[src/rtl/core/m4vt_pkg.sv]
// Package for the 4x4 matrix by vector transform unit.
// Holds the sizes, the payload word types, the pipeline control struct and the
// reset values of the coefficient registers. Depends on nothing.
package m4vt_pkg;

   localparam int DIM         = 4;
   localparam int FRAC_BITS   = 16;
   localparam int VEC_LEN     = 4;
   localparam int NREGS       = 8;
   localparam int COEF_W      = 32;
   localparam int PROD_W      = 2 * COEF_W;
   localparam int SUM_W       = PROD_W + $clog2(DIM);
   localparam int CSR_INDEX_W = 4;
   localparam int CSR_DATA_W  = 64;
   localparam int REG_SEL_W   = $clog2(NREGS);

   typedef logic signed [COEF_W-1:0] m4vt_word_type;

   typedef struct packed {
      logic signed [31:0] in_x;
      logic signed [31:0] in_y;
      logic signed [31:0] in_z;
      logic signed [31:0] in_w;
   } m4vt_req_type;

   typedef struct packed {
      logic signed [31:0] out_x;
      logic signed [31:0] out_y;
      logic signed [31:0] out_z;
      logic signed [31:0] out_w;
      logic               saturated;
   } m4vt_rsp_type;

   typedef struct packed {
      logic adv_mul;
      logic adv_sum;
   } m4vt_ctrl_type;

   localparam logic [CSR_DATA_W-1:0] CSR_RESET [NREGS] = '{
      64'h0000_0000_0001_0000, 64'h0, 64'h0001_0000_0000_0000, 64'h0,
      64'h0, 64'h0000_0000_0001_0000, 64'h0, 64'h0001_0000_0000_0000
   };

   localparam m4vt_word_type WORD_MAX = {1'b0, {(COEF_W-1){1'b1}}};
   localparam m4vt_word_type WORD_MIN = {1'b1, {(COEF_W-1){1'b0}}};

endpackage

[src/rtl/core/m4vt_merge.sv]
// Merging stage: gathers the lane results into one result word, combines the
// saturation flags and holds the word in the output register. Uses m4vt_pkg.
module m4vt_merge
   import m4vt_pkg::*;
(
   input  logic          clock,
   input  logic          reset,
   input  logic          sum_valid,
   input  m4vt_word_type lane_word [DIM],
   input  logic          lane_sat  [DIM],
   output logic          adv_out,
   input  logic          rsp_ready,
   output logic          rsp_valid,
   output m4vt_rsp_type  rsp_data
);

   m4vt_word_type row_word [VEC_LEN];
   logic          sat_any;
   m4vt_rsp_type  rsp_data_in;
   m4vt_rsp_type  rsp_data_ff;
   logic          rsp_valid_ff;

   always_comb begin
      sat_any = 1'b0;
      for (int r = 0; r < VEC_LEN; r++) begin
         row_word[r] = '0;
      end
      for (int r = 0; r < DIM; r++) begin
         row_word[r] = lane_word[r];
         sat_any     = sat_any | lane_sat[r];
      end
      rsp_data_in.out_x     = row_word[0];
      rsp_data_in.out_y     = row_word[1];
      rsp_data_in.out_z     = row_word[2];
      rsp_data_in.out_w     = row_word[3];
      rsp_data_in.saturated = sat_any;
   end

   assign adv_out = !rsp_valid_ff || rsp_ready;

   always_ff @(posedge clock) begin
      if (reset) begin
         rsp_valid_ff <= 1'b0;
      end else if (adv_out) begin
         rsp_valid_ff <= sum_valid;
      end
   end

   always_ff @(posedge clock) begin
      if (adv_out) begin
         rsp_data_ff <= rsp_data_in;
      end
   end

   assign rsp_valid = rsp_valid_ff;
   assign rsp_data  = rsp_data_ff;

endmodule

[config.mk]
export PLATFORM = sky130hd
export DESIGN_NAME = m4vt_merge
export DESIGN_NICKNAME = d
export VERILOG_FILES = /design/src/rtl/core/m4vt_pkg.sv /design/src/rtl/core/m4vt_merge.sv
export SDC_FILE = /design/constraint.sdc
export NUM_CORES = 1
export LEC_CHECK = 0
export BUFFER_PORTS_ARGS = -buffer_cell sky130_fd_sc_hd__buf_2
export CORE_MARGIN = 2
export CORE_UTILIZATION = 26
export CTS_BUF_LIST = sky130_fd_sc_hd__clkbuf_4
export DETAILED_ROUTE_END_ITERATION = 6
export GPL_ROUTABILITY_DRIVEN = 0
export PLACE_DENSITY = 0.51
export SYNTH_ARGS = -nofsm -noshare
export SYNTH_HDL_FRONTEND = slang
export SYNTH_SLANG_ARGS = --single-unit
[constraint.sdc]
create_clock -name clock -period 10.3 [get_ports clock]
set_input_delay 0.515 -clock clock [delete_from_list [all_inputs] [get_ports clock]]
set_output_delay 0.515 -clock clock [all_outputs]
set_load 0.02 [all_outputs]
==> impl_metrics.csv <==
group,metric,value,unit
clock_tree,path_clk_slew,0.11,ns
layout,area_growth,47.06,%
logic_synthesis,synth_compound_area_frac,0.001278,
clock_tree,post-cts-setup-buffers,0,
layout,drive_above_1_share,0.6836,
sta,fin_crit_sh,0.2227,
sta,skew,0.01142,ns
floorplan,top_level_ports,267,
pwr,p_sw_frac,0.2428,
pwr,total_power,1.070,mW
logic_synthesis,async_reset_ff_frac,0,
clock_tree,cts_buffers,17,
clock_tree,htreeDepth,4,
logic_synthesis,synth_nets,270,
sta,hold_viol,0,
routing,avgRoutedWirePerCell,15.09,um
sta,setup_ws,8.006,ns
logic_synthesis,synth_top_cell_area_share,0.9891,
logic_synthesis,synthDistinctLibCells,6,
clock_tree,numClockSinks,130,
clock_tree,ctsHoldBuffers,0,
logic_synthesis,synth.avg_cell_area,29.23,sq um
min_path,min-delay-start,"reset",
routing,drt_wl_total,9308,um
floorplan,std_cell_rows,44,
setup_path,reg2reg_to,"rsp_data[64]",
placement,dp_cells,585,
logic_synthesis,synthCells,134,
sta,tns,0,ns
routing,initialDrtViolationCount,144,
routing,drc,0,
logic_synthesis,synth_edf_count,129,
floorplan,die_h,126.7,um
pwr,pwr-share-comb,0.109,
logic_synthesis,synth_area_leaders,"edfxtp_1, dfxtp_1, or4_1, nand2b_1, a21oi_1",
min_path,hold_path_end,"rsp_valid",
setup_path,start_kind,"register",
grt,grt-ovfl-total,0,
logic_synthesis,yosysSeqAreaShare,0.9942,
pwr,p_leak,2.546,nW
setup_path,crit_type,"reg -> out",
sta,tightest_slew,0.8857,ns
routing,vias,2426,
placement,dp_hpwl,6971,um
grt,antenna_found_initial,1,
routing,vias_per_cell,3.932,
clock_tree,cts-root-buf,"clkbuf_4",
setup_path,endpoint_kind,"output port",
floorplan,design.die.area,0.01606,sq mm
pwr,p_seq_frac,0.588,
sta,max_freq,436.0,MHz
routing,first_pass_iters,4,
sta,relSlewSlack,0.4095,
setup_path,critPathLaunch,"rsp_valid",
logic_synthesis,synth_adder_area_share,0,
sta,rsz0062_at_grt,"false",
grt,grt_max_degree,71,
pwr,internal_power,0.8104,mW
min_path,hold_class,"in -> reg",
setup_path,crit_fanout,62,
layout,num_antenna_cells,0,
sta,min_period,2.294,ns
grt,grt_pass1_vias,2546,
layout,fin_cells,617,
logic_synthesis,yosysMostFrequentCell,"edfxtp_1",
pwr,p_switching,0.2599,mW
setup_path,r2r_setup_slack,8.07,ns
setup_path,arrival,1.78,ns
status,status,"completed",
logic_synthesis,synth.area.mux_share,0,
logic_synthesis,synth.ff_latch_count,130,
logic_synthesis,syn_area,0.003916,sq mm
floorplan,die_w,126.7,um
clock_tree,cts_tree,"yes",
logic_synthesis,ys.flop_type,"edfxtp_1",
flow_run,maxCapViolCount,0,
logic_synthesis,synth_xor_area_frac,0,
clock_tree,clockBufferDepth,2,
logic_synthesis,synth-simple-area-share,0.003514,
pwr,power.share.clock,0.303,
logic_synthesis,synth_top_area_cell,"edfxtp_1",
logic_synthesis,synth_top_family_by_area,"simple AND/OR/NAND/NOR gates",
grt,grt_pass1_wl,13440,um
logic_synthesis,yosysWarnings,0,
setup_path,cp.required,9.79,ns
pwr,vdd_drop_max,0.00007687,V
clock_tree,worst_skew_pair.late_latency,0.51,ns
pwr,power_density,185.8,mW/mm^2
layout,finalNetCount,556,
setup_path,reg2reg_depth,2,
sta,final_max_slew_viol_count,0,
sta,setup_viol,0,
floorplan,core_region_area,0.01464,sq mm
placement,dp_slack,7.741,ns
floorplan,initial_core_util,0.2674,
setup_path,r2r_start,"rsp_valid",
clock_tree,post_cts_resized,0,
placement,port_buffers,266,
routing,antenna_left,0,
grt,grt_use_total,0.1138,
min_path,whs_path_depth,2,
## placed cells by master, fill, tap and decap left out, drive strengths merged
master,n
edfxtp,129
bufinv,2
a21oi,1
clkinvlp,3
buf,267
nand2b,1
inv,1
clkinv,7
or4,1
dfxtp,1
clkbuf,20
## state kept, by name, indices dropped and copies added, names as in the netlist
name and flops:
rsp_valid 1, rsp_data 129
## stage by stage
step	area, sq um	util	hold slack (ns)
CTS	5759	0.3933	0.06431
detailed placement	5493	0.3751	0.6758
finish	5759	0.3933	0.1374
global route	5759	0.3933	0.05908
floorplan	3916	-	0.5841
global placement	5493	0.3751	0.6723
## cell type report
cell class / instances / area (sq um)
Clock buffer: 20 / 150.1
Clock inverter: 12 / 116.4
Fill cell: 1410 / 8885
Inverter: 1 / 3.754
Multi-Input combinational cell: 3 / 26.28
Sequential cell: 130 / 3894
Tap cell: 184 / 230.2
Timing Repair Buffer: 267 / 1339
## worst max path at each step
stage | end | slack, ns | cells after the start
final | adv_out | 8.01 | 2
after global routing | adv_out | 7.82 | 2
after CTS | adv_out | 7.90 | 2
after detailed placement | rsp_data[101] | 7.74 | 3
after global placement | rsp_data[112] | 7.80 | 3
after floorplan | rsp_data[0] | 6.00 | 1
## per-layer routing
metal / up-vias / GRT usage / share of wire
met5: - / 0 / 0
met4: 0 / 0.04396 / 0.015
met3: 8 / 0.07212 / 0.13
met2: 161 / 0.1809 / 0.49
met1: 1131 / 0.1228 / 0.36
li1: 1126 / - / -
## critical path, cell delays in order, from the launching register on
cell and delay (ns):
dfxtp_1 0.35, nand2b_4 0.59, buf_2 0.30
## cell families (layout without fill, tap and decap cells)
group,Yosys count,in the layout
flops,130,130
simple gates,2,2
compound gates,1,1
buf+inv,1,300
## power by group through the flow
stage | registers, mW | clock network (mW) | logic [mW]
5_1_grt | 0.633 | 0.365 | 0.123
6_report | 0.629 | 0.325 | 0.116
3_5_place_dp | 0.642 | 0 | 0.118
3_3_place_gp | 0.641 | 0 | 0.118
4_1_cts | 0.630 | 0.342 | 0.118
2_1_floorplan | 0.693 | 0 | 0.00680
(Power assumes the default switching activity.)
